File: config.mk
export PLATFORM = sky130hd
export DESIGN_NAME = qprpm_ctrl
export DESIGN_NICKNAME = d
export VERILOG_FILES = /design/src/design/quad_pitch_roll_pid_mixer_assert.svh /design/src/design/qprpm_pkg.sv /design/src/design/qprpm_ctrl.sv
export SDC_FILE = /design/constraint.sdc
export NUM_CORES = 1
export LEC_CHECK = 0
export ABC_CLOCK_PERIOD_IN_PS = 1900
export BUFFER_PORTS_ARGS = -buffer_cell sky130_fd_sc_hd__buf_2
export CAP_MARGIN = 20
export CORE_AREA = 2 2 39 41
export DETAILED_ROUTE_END_ITERATION = 7
export DIE_AREA = 0 0 41 43
export GPL_TIMING_DRIVEN = 0
export PLACE_DENSITY = 0.5
export RECOVER_POWER = 25
export SYNTH_ARGS = -nofsm -noshare
export SYNTH_HDL_FRONTEND = slang
export SYNTH_SLANG_ARGS = --single-unit
File: constraint.sdc
create_clock -name clock -period 1.9 [get_ports clock]
set_clock_uncertainty 0.15 [all_clocks]
set_input_delay 0.38 -clock clock [delete_from_list [all_inputs] [get_ports clock]]
set_output_delay 0.38 -clock clock [all_outputs]
set_load 0.01 [all_outputs]
File: src/design/quad_pitch_roll_pid_mixer_assert.svh
// Assertion macros for the pitch/roll PID mixer
`ifndef QUAD_PITCH_ROLL_PID_MIXER_ASSERT_SVH
`define QUAD_PITCH_ROLL_PID_MIXER_ASSERT_SVH

// expr must hold at every clock edge out of reset
`define QPRPM_ASSERT_ALWAYS(lbl, clk, rst, expr) \
   lbl: assert property (@(posedge clk) disable iff (rst) (expr)) \
      else $error("qprpm check failed");

// cond at one edge implies conseq at the next edge
`define QPRPM_ASSERT_NEXT(lbl, clk, rst, cond, conseq) \
   lbl: assert property (@(posedge clk) disable iff (rst) (cond) |=> (conseq)) \
      else $error("qprpm check failed");

`endif

File: src/design/qprpm_pkg.sv
// Package: widths, register indexes and controller/datapath interface types
package qprpm_pkg;

   localparam int AngleW  = 17;
   localparam int ErrW    = 18;
   localparam int SumW    = 19;
   localparam int DiffW   = 19;
   localparam int GainW   = 16;
   localparam int SpeedW  = 16;
   localparam int PeW     = GainW + ErrW;   // kp * e
   localparam int ProdW   = GainW + DiffW;  // ki * s, kd * diff
   localparam int QuoW    = ProdW;
   localparam int DqW     = QuoW + 1;
   localparam int AccW    = 53;
   localparam int TermW   = AccW - 16;
   localparam int MixW    = TermW + 2;
   localparam int CntW    = 6;
   localparam int CsrIdxW = 3;

   localparam logic signed [SumW-1:0] SumLimit = 19'sd256000;

   typedef enum logic [CsrIdxW-1:0] {
      REG_KP_PITCH = 3'd0,
      REG_KI_PITCH = 3'd1,
      REG_KD_PITCH = 3'd2,
      REG_KP_ROLL  = 3'd3,
      REG_KI_ROLL  = 3'd4,
      REG_KD_ROLL  = 3'd5,
      REG_DT       = 3'd6
   } csr_idx_type;

   typedef struct packed {
      logic signed [GainW-1:0] kp_pitch;
      logic signed [GainW-1:0] ki_pitch;
      logic signed [GainW-1:0] kd_pitch;
      logic signed [GainW-1:0] kp_roll;
      logic signed [GainW-1:0] ki_roll;
      logic signed [GainW-1:0] kd_roll;
      logic [15:0]             dt;
   } gains_type;

   typedef struct packed {
      logic load;
      logic axis;       // 0 pitch, 1 roll
      logic err;
      logic mul;
      logic div_start;
      logic scale_a;
      logic scale_b;
      logic acc;
      logic mix;
   } cmd_type;

   typedef struct packed {
      logic div_busy;
   } stat_type;

endpackage

File: src/design/qprpm_ctrl.sv
// Controller: sequences both axes through the datapath and owns the handshakes
module qprpm_ctrl (
   input  logic                clock,
   input  logic                reset,
   input  logic                req_valid,
   output logic                req_ready,
   output logic                rsp_valid,
   input  logic                rsp_ready,
   output qprpm_pkg::cmd_type  cmd,
   input  qprpm_pkg::stat_type stat
);
   import qprpm_pkg::*;

   typedef enum logic [3:0] {
      S_IDLE, S_ERR, S_MUL, S_DIVLD, S_DIV, S_SCA, S_SCB, S_ACC, S_MIX
   } state_type;

   state_type state_ff;
   logic      axis_ff;
   logic      rsp_valid_ff;
   logic      out_free;

   assign out_free  = !rsp_valid_ff || rsp_ready;
   assign req_ready = (state_ff == S_IDLE);
   assign rsp_valid = rsp_valid_ff;

   always_comb begin
      cmd           = '0;
      cmd.axis      = axis_ff;
      cmd.load      = (state_ff == S_IDLE) && req_valid;
      cmd.err       = (state_ff == S_ERR);
      cmd.mul       = (state_ff == S_MUL);
      cmd.div_start = (state_ff == S_DIVLD);
      cmd.scale_a   = (state_ff == S_SCA);
      cmd.scale_b   = (state_ff == S_SCB);
      cmd.acc       = (state_ff == S_ACC);
      cmd.mix       = (state_ff == S_MIX) && out_free;
   end

   always_ff @(posedge clock) begin
      if (reset) begin
         state_ff     <= S_IDLE;
         axis_ff      <= 1'b0;
         rsp_valid_ff <= 1'b0;
      end else begin
         if (cmd.mix) begin
            rsp_valid_ff <= 1'b1;
         end else if (rsp_valid_ff && rsp_ready) begin
            rsp_valid_ff <= 1'b0;
         end
         unique case (state_ff)
            S_IDLE: begin
               if (req_valid) begin
                  axis_ff  <= 1'b0;
                  state_ff <= S_ERR;
               end
            end
            S_ERR:   state_ff <= S_MUL;
            S_MUL:   state_ff <= S_DIVLD;
            S_DIVLD: state_ff <= S_DIV;
            S_DIV: begin
               if (!stat.div_busy) begin
                  state_ff <= S_SCA;
               end
            end
            S_SCA:   state_ff <= S_SCB;
            S_SCB:   state_ff <= S_ACC;
            S_ACC: begin
               if (axis_ff) begin
                  state_ff <= S_MIX;
               end else begin
                  axis_ff  <= 1'b1;
                  state_ff <= S_ERR;
               end
            end
            S_MIX: begin
               // hold until the output register is free
               if (out_free) begin
                  state_ff <= S_IDLE;
               end
            end
            default: state_ff <= S_IDLE;
         endcase
      end
   end

endmodule

==> results of run 1 <==
## metal layers
metal	vias to the layer above	part of all wire	wire (microns)
met5	-	0	0
met4	0	0.0094	8
met3	2	0.046	39
met2	7	0.51	434
met1	184	0.44	372
li1	194	-	-
## through the flow
step / hold WS (ps) / util / cells / power [W] / area (sq um)
2_1_floorplan: 299 / - / 45 / 0.000226 / 369
3_3_place_gp: 323 / 0.335 / 76 / 0.000264 / 464
3_5_place_dp: 330 / 0.335 / 76 / 0.000264 / 464
4_1_cts: 225 / 0.357 / 79 / 0.000389 / 494
5_1_grt: 248 / 0.367 / 79 / 0.000414 / 508
6_report: 229 / 0.367 / 79 / 0.000392 / 508
## synthesized netlist by cell type, types with 2 or more instances
library cell	number
nor3_1	7
dfxtp_1	6
nand2_1	4
nand2b_1	4
a21oi_1	3
buf_2	2
nor2_1	2
## what timing repair did
| action | CTS | global route |
|---|---|---|
| buffers inserted | 0 | 0 |
| gates resized for setup | 2 | 7 |
| pin swaps | 0 | 3 |
| setup endpoints to repair | 1 | 6 |
## final timing paths
| kind | from | endpoint | slack (ps) | depth (start not counted) |
|---|---|---|---|---|
| worst max-delay path | state_ff[2]$_SDFFE_PP0P_ | cmd[0] | 60 | 3 |
| worst max register to register | state_ff[1]$_SDFFE_PP0P_ | axis_ff$_SDFFE_PP0P_ | 400 | 4 |
| worst min-delay path | reset | rsp_valid$_SDFFE_PP0P_ | 230 | 2 |
| worst min register to register | rsp_valid$_SDFFE_PP0P_ | rsp_valid$_SDFFE_PP0P_ | 330 | 2 |
## cells in the final DEF, fill, tap and decap left out
cell type / synthesis / layout
or4b_1: 1 / 1
nor2b_1: 1 / 1
and2_1: 1 / 1
nor2_2: 0 / 1
nor2_1: 2 / 1
buf_2: 2 / 16
buf_6: 1 / 1
nor4_4: 0 / 1
xnor2_1: 1 / 1
a21oi_1: 3 / 3
or2b_1: 1 / 1
dfxtp_2: 0 / 1
or4b_4: 1 / 1
nor3_1: 7 / 7
nand2b_1: 4 / 4
nand2_1: 4 / 4
dfxtp_1: 6 / 5
nor3b_1: 1 / 1
o21ba_2: 1 / 1
clkbuf_4: 0 / 3
clkbuf_1: 1 / 1
and3_1: 1 / 1
o21ai_0: 1 / 1
and4bb_2: 1 / 1
buf_4: 1 / 2
xor2_1: 1 / 1
and4b_1: 1 / 1
## cell families (layout without fill, tap and decap cells)
group | count (synthesis) | in the layout | synth area share
flip-flops | 6 | 6 | 0.325
AND/OR/NAND/NOR | 27 | 27 | 0.458
AO/OA/AOI/OAI | 5 | 5 | 0.0813
XOR/XNOR | 2 | 2 | 0.0475
buffers and inverters | 5 | 23 | 0.0881
## report_power, final
part | switching, W | total [W] | internal, W
registers | 0.00000775 | 0.000144 | 0.000137
clock network | 0.0000475 | 0.000119 | 0.0000716
logic | 0.0000673 | 0.000128 | 0.0000609
## worst reg2reg max path, stage by stage (launching register included)
cell and delay (ps):
dfxtp_1 300, buf_2 180, or4b_1 520, a21oi_1 160, nor3_1 70
## state kept, by name (all words and copies together) (netlist names)
signal,flops
axis_ff,1
state_ff,4
rsp_valid,1
## area by class of cell
| type | instances | share of cell area |
|---|---|---|
| Buffer | 5 | 0.0714 |
| Clock buffer | 3 | 0.0443 |
| Multi-Input combinational cell | 34 | 0.461 |
| Sequential cell | 6 | 0.239 |
| Tap cell | 16 | 0.0394 |
| Timing Repair Buffer | 15 | 0.145 |
==> run summary, run 1 <==
Htree depth - 1
DR WL/cell - 10.8 microns
Power Density - 771 nW/um^2
Vias in the first global route - 324
Synthesis Warnings - 0
DR vias - 387
Fillers - 148
Hold Fails Final Rpt - 0
Slew @ Worst Pin - 244 ps
Setup CP Type - flip-flop to output pin
Critical Path End Type - output pin
Final setup viols - 0
Async set-or-reset flop fraction in the synthesized netlist - 0
Global Route Usage Sum - 0.108
Critical path's largest stage delay - 550 ps
Worst path buffer plus inverter count - 1
Worst EP required - 1370 ps
RePlAce Congestion - 0.695
Final Critical Period - 1840 ps
First-pass GRT wire length - 1330 microns
DP HPWL - 607 microns
Setup ws final - 62.8 ps
Delay-heaviest family, CP - simple AND/OR/NAND/NOR gates
Starting Density - 0.267
Dominant synthesized flop cell - dfxtp_1
Rel. slew slack - 0.836
IO Pins - 16
TritonRoute pass-1 iters - 3
Status - finished clean
Storage element area - 121 sq um
Cell Area, Synth - 369 sq um
Count of cell types in the netlist - 24
IO Port Bufs - 15
Antenna viol nets, final - 0
FP Rows - 14
F_max - 544 MHz
Routing usage on met1 - 0.145
Drt drc - 0
N_diodes - 0
Clk buf depth - 2
CORE AREA - 1380 sq um
Syn_area_per_cell - 8.20 sq um
Max Cap Violations - 0
Multi-input logic area - 234 sq um
Clk root buf - clkbuf_4
Critical Path AT - 1310 ps
Slew Limit Fails - 0
Most Crowded Layer GR - met2
Initial drt markers - 21
Post-synth net total - 50
CP max-delay cell - or4b_4
Largest cells by area after synthesis - dfxtp_1 (33%), nor3_1 (9.5%), nand2b_1 (6.8%)
Seq/Total Area, Yosys - 0.325
Clock transition at the registers of the reported paths - 50 ps
Layout Area Growth over Synthesis - 37.6%
CP Cell Sequence - or4b_4 > nor2_2 > buf_2
CTS tree - yes
Layout cells sized above 1 - 0.444
CTS buffer count - 3
Die Wd - 41 microns
Peak supply drop - 320 uV
Die height - 43 microns
Final wirelength - 854 microns
Final global-route overflow total - 0
CP max FO - 3
Die area - 1760 sq um
Area leader, netlist - dfxtp_1
Worst slack, placed - 201 ps
P_leak - 0.231 nW
Hold Buf Count CTS - 0
Worst Hold Class - primary input to flip-flop
Syn Inst Count - 45
Unrepaired setup endpoints after global routing - no
Setup_tns - 0 ps
Via/cell ratio - 4.90
Met3 usage - 0.0471
Largest net degree at the start of global routing - 11
Synth Register Bits - 6
Crit start category - flip-flop
Final worst path period share - 0.967
Clock latency at the later pin of the worst-skew pair - 250 ps
EDFF count, synth - 0
Grt met2 use - 0.159
Clock Sinks - 6
Fin nets - 70
Initial antenna violation count - 0
Synth top area share - 0.325
Power figures use the tool's default switching activity.
==> run 2, diff against run 1 <==
- ABC_CLOCK_PERIOD_IN_PS: 1900 -> 1700
- PLACE_DENSITY: 0.5 -> 0.52
- clock period: 1.9 -> 1.7 ns (I/O delays scaled with it)
==> run 2 against run 1 <==
Compared with the run above: the run now ends with setup timing left; clock power up 8%; cell count increased by 6.3%; total power rose by 25%; final area is 16% higher; largest power group is now combinational logic; die area unchanged; critical endpoint unchanged; clock-buffer cell count unchanged; critical path depth unchanged; routed wire length is 6.9% higher; combinational power rose by 56%.
==> run summary, run 2 (synthesis results as in run 1) <==
Layout Cells excl Fill - 84
Slew @ Worst Pin - 233 ps
Worst Hold Class - primary input to flip-flop
Largest net degree at the start of global routing - 11
Setup CP Type - flip-flop to output pin
DP Cell Count - 76
M1 WL - 433 microns
Starting Density - 0.267
Worst Hold Launch - reset
CP max-delay cell - or4b_4
CTS buffer count - 3
IO Port Bufs - 15
Top reg by flops - state_ff
Final worst path period share - 1.06
Clock latency at the later pin of the worst-skew pair - 240 ps
Rel. slew slack - 0.844
CP Cell Sequence - or4b_4 > nor2_1 > buf_2
Commonest non-fill, non-tap cell in the layout - buf_2
Critical Path AT - 1310 ps
Critical Path End Type - output pin
Final Critical Period - 1800 ps
Worst EP required - 1210 ps
Clk buf depth - 2
TritonRoute pass-1 iters - 2
Fin area - 588 sq um
Final global-route overflow total - 0
Max Cap Violations - 0
Hold Fails Final Rpt - 0
Final wirelength - 913 microns
RePlAce Congestion - 0.709
Slew Limit Fails - 0
Metal2 WL - 414 microns
Global Route Usage Sum - 0.119
Critical path's largest stage delay - 510 ps
Status - finished with violations
Crit start category - flip-flop
Setup ws final - -104 ps
Clk root buf - clkbuf_4
Post-layout util - 0.425
F_max - 554 MHz
Via/cell ratio - 4.68
Peak supply drop - 260 uV
Layout cells sized above 1 - 0.529
Clock Sinks - 6
Max reg flops - 4
Die Wd - 41 microns
N_diodes - 0
IO Pins - 16
Area post-placement - 470 sq um
Vias in the first global route - 345
Routed met3 length - 43 microns
Reg-to-reg startpoint - state_ff[0]$_SDFFE_PP0P_
Failing checks - setup timing
Crit path from - state_ff[0]$_SDFFE_PP0P_
Top Layer Used - met4
First-pass GRT wire length - 1400 microns
Unrepaired setup endpoints after global routing - yes
Fin nets - 75
Htree depth - 1
Die area - 1760 sq um
Drt drc - 0
Initial antenna violation count - 0
Hold Buf Count CTS - 0
FP Rows - 14
Worst slack, placed - 108 ps
Initial drt markers - 2
Power Density - 833 nW/um^2
DR vias - 393
Antenna viol nets, final - 0
DP HPWL - 589 microns
CORE AREA - 1380 sq um
P_leak - 0.267 nW
CTS tree - yes
Layout Area Growth over Synthesis - 59.3%
Final setup viols - 2
CP max FO - 3
Most frequent cells in the layout - buf_2 (14), nor3_1 (6), buf_4 (5)
Die height - 43 microns
DR WL/cell - 10.9 microns
Clock transition at the registers of the reported paths - 40 ps
## run 2: layer usage
metal	up-vias	track usage
met5	-	0
met4	0	0.100
met3	4	0.0157
met2	10	0.166
met1	175	0.154
li1	204	-
## run 2: final timing paths
kind / endpoint / slack [ps] / cells past startpoint
worst max-delay path: cmd[0] / -100 / 3
worst min-delay path: state_ff[3]$_SDFFE_PP0P_ / 200 / 2
worst max register to register: axis_ff$_SDFFE_PP0P_ / 100 / 5
worst min register to register: rsp_valid$_SDFFE_PP0P_ / 340 / 2
## run 2: through the flow
| step | power, W | setup TNS, ps | hold WS (ps) |
|---|---|---|---|
| 3_3_place_gp | 0.000298 | 0 | 323 |
| 6_report | 0.000490 | -175 | 196 |
| 4_1_cts | 0.000472 | -187 | 192 |
| 5_1_grt | 0.000524 | -412 | 198 |
| 2_1_floorplan | 0.000258 | 0 | 259 |
| 3_5_place_dp | 0.000299 | 0 | 336 |
## run 2: cell type report
class | count | area [sq um]
fillers | 153 | 796
plain buffers | 5 | 56.3
multi-input cells | 34 | 249
repair buffers | 20 | 115
clock buffers | 3 | 22.5
well taps | 16 | 20.0
flip-flops and latches | 6 | 125
## run 2: timing repair
action	4_1_cts	5_1_grt
gates resized for setup	10	6
pin swaps	1	3
endpoints found under the setup margin	8	6
buffers inserted	4	1
## run 2: report_power, final
group	internal [W]	switching (W)	total [W]
Combinational	0.000110	0.0000904	0.000200
Sequential	0.000154	0.00000839	0.000162
Clock	0.0000796	0.0000480	0.000128
Total	0.000343	0.000147	0.000490
## run 2: critical path, delay by kind of cell (launching register included)
family | cells | cell delay (ps)
flops | 1 | 340
simple gates | 2 | 600
buf+inv | 1 | 130
==> run 3, diff against run 2 <==
- ABC_AREA: not set -> 1
- PLACE_DENSITY: 0.52 -> 0.51
==> run 3 against run 2 <==
Compared with the run above: the flow now finishes without violations; clock-buffer cell count did not move; core utilization fell by 7.2 points; global-route usage grew 0.33 points; setup slack improved by 160 ps; non-clock buffer count shrank 8; via count is 4.3% lower; sequential power is 4% higher; hold slack got worse by 5.4 ps; highest routed layer unchanged; final area decreased by 17%; register-to-register slack improved by 420 ps; critical path type unchanged; die area is the same; fmax rose by 9.8%.
==> run summary, run 3 <==
Final wirelength - 885 microns
Die height - 43 microns
Async set-or-reset flop fraction in the synthesized netlist - 0
Worst EP required - 1210 ps
Final worst path period share - 0.966
Max Cap Violations - 0
Fin nets - 78
Drt drc - 0
P_leak - 0.245 nW
Syn_area_per_cell - 6.67 sq um
Die area - 1760 sq um
CP max FO - 4
Layout Area Growth over Synthesis - 40.8%
IO Port Bufs - 15
Peak supply drop - 371 uV
TritonRoute pass-1 iters - 2
Clock Sinks - 6
Top reg by flops - state_ff
Global Route Usage Sum - 0.123
Area leader, netlist - dfxtp_1
DR WL/cell - 10.2 microns
EDFF count, synth - 0
CTS tree - yes
Final Critical Period - 1640 ps
Seq/Total Area, Yosys - 0.347
N_diodes - 0
Status - finished clean
FP Rows - 14
Post-layout util - 0.353
Fin area - 488 sq um
Final global-route overflow total - 0
Initial drt markers - 3
Setup CP Type - flip-flop to output pin
Synthesis Warnings - 0
Critical Path End Type - output pin
Antenna viol nets, final - 0
Area post-placement - 442 sq um
DP HPWL - 610 microns
Post-synth net total - 57
Layout Cells excl Fill - 87
Synth top cells by count - nor2_1 (9), inv_1 (8), nand2_1 (7)
Die Wd - 41 microns
Clock latency at the later pin of the worst-skew pair - 250 ps
First-pass GRT wire length - 1370 microns
IO Pins - 16
Syn Inst Count - 52
Via/cell ratio - 4.32
Synth top area share - 0.347
Vias in the first global route - 330
Slew @ Worst Pin - 213 ps
Count of cell types in the netlist - 14
F_max - 609 MHz
PnR Total Power - 0.000404 W
Clock transition at the registers of the reported paths - 50 ps
Fillers - 169
Layout cells sized above 1 - 0.493
RePlAce Congestion - 0.706
Largest net degree at the start of global routing - 8
Initial antenna violation count - 0
Worst Hold Class - primary input to flip-flop
Hold Buf Count CTS - 0
Dominant synthesized flop cell - dfxtp_1
Crit start category - flip-flop
Critical Path AT - 1150 ps
Clk buf depth - 2
Rel. slew slack - 0.858
Largest cells by area after synthesis - dfxtp_1 (35%), nor2_1 (9.7%), inv_1 (8.7%)
CTS buffer count - 3
Clk root buf - clkbuf_4
Slew Limit Fails - 0
DR vias - 376
Final setup viols - 0
Commonest non-fill, non-tap cell in the layout - buf_2
Most frequent cells in the layout - buf_2 (15), inv_1 (7), nor2_1 (7)
DP Cell Count - 83
Setup_tns - 0 ps
Synth Register Bits - 6
Starting Density - 0.250
Power Density - 829 nW/um^2
CORE AREA - 1380 sq um
Cell with the most instances after synthesis - nor2_1
Hold Fails Final Rpt - 0
Htree depth - 1
Max reg flops - 4
Cell Area, Synth - 347 sq um
[run 3: cell count changes after synthesis, moves of 2 or more]
cell | previous run | this run
inv_1 | 0 | 8
nor2_1 | 2 | 9
nand2b_1 | 4 | 0
nand3_1 | 0 | 4
nand2_1 | 4 | 7
nand2_2 | 0 | 3
buf_2 | 2 | 0
nor2_4 | 0 | 2
nor3_1 | 7 | 5
[run 3: kinds of logic (layout without fill, tap and decap cells)]
group           Yosys count  count (layout)  synth area share
flops                     6               6             0.347
buf+inv                  10              29             0.119
simple gates             33              33             0.491
compound gates            3               3            0.0433
[run 3: per-stage QoR]
stage	hold slack [ps]	setup WS (ps)
after detailed placement	341	143
after global placement	344	154
final	191	57.8
after floorplan	259	296
after CTS	188	6.43
after global routing	188	-18.0
[run 3: final timing paths]
| path | startpoint | endpoint | slack, ps | cells past startpoint |
|---|---|---|---|---|
| hold reg to reg | axis_ff$_SDFFE_PP0P_ | state_ff[3]$_SDFFE_PP0P_ | 340 | 2 |
| setup reg to reg | state_ff[0]$_SDFFE_PP0P_ | state_ff[0]$_SDFFE_PP0P_ | 520 | 6 |
| setup / recovery | state_ff[2]$_SDFFE_PP0P_ | cmd[8] | 60 | 6 |
| hold / removal | reset | state_ff[3]$_SDFFE_PP0P_ | 190 | 2 |
[run 3: timing repair]
| action | CTS | global route |
|---|---|---|
| pin swaps | 1 | 1 |
| endpoints found under the hold margin | 0 | 0 |
| endpoints found under the setup margin | 3 | 7 |
| setup buffers | 1 | 0 |
| gates resized for setup | 3 | 5 |
[run 3: critical path, cell delays in order (launching register included)]
cell	delay, ps
dfxtp_1	350
nor2_2	160
inv_2	80
nor2_4	100
nand2_2	60
inv_1	50
buf_2	120
[run 3: metal layers]
layer | vias to the layer above | part of all wire | wire length (microns) | global-route usage
met2 | 12 | 0.47 | 415 | 0.156
li1 | 204 | - | - | -
met4 | 0 | 0.044 | 39 | 0.120
met3 | 4 | 0.049 | 43 | 0.0314
met1 | 156 | 0.44 | 387 | 0.155
met5 | - | 0 | 0 | 0
[run 3: layout make-up]
class / count / area, sq um / share of cell area
sequential: 6 / 124 / 0.254
timing repair buffer: 16 / 82.6 / 0.169
clock buffer: 3 / 22.5 / 0.0462
buffer: 1 / 7.51 / 0.0154
tap: 16 / 20.0 / 0.0410
inverter: 9 / 33.8 / 0.0692
multi-input combinational: 36 / 198 / 0.405
[run 3: where the power goes]
part	internal [W]	leakage (nW)	switching, W	total [W]
combinational	0.0000452	0.181	0.0000586	0.000104
sequential	0.000151	0.0500	0.0000170	0.000168
clock	0.0000800	0.0138	0.0000532	0.000133
total	0.000276	0.245	0.000129	0.000404
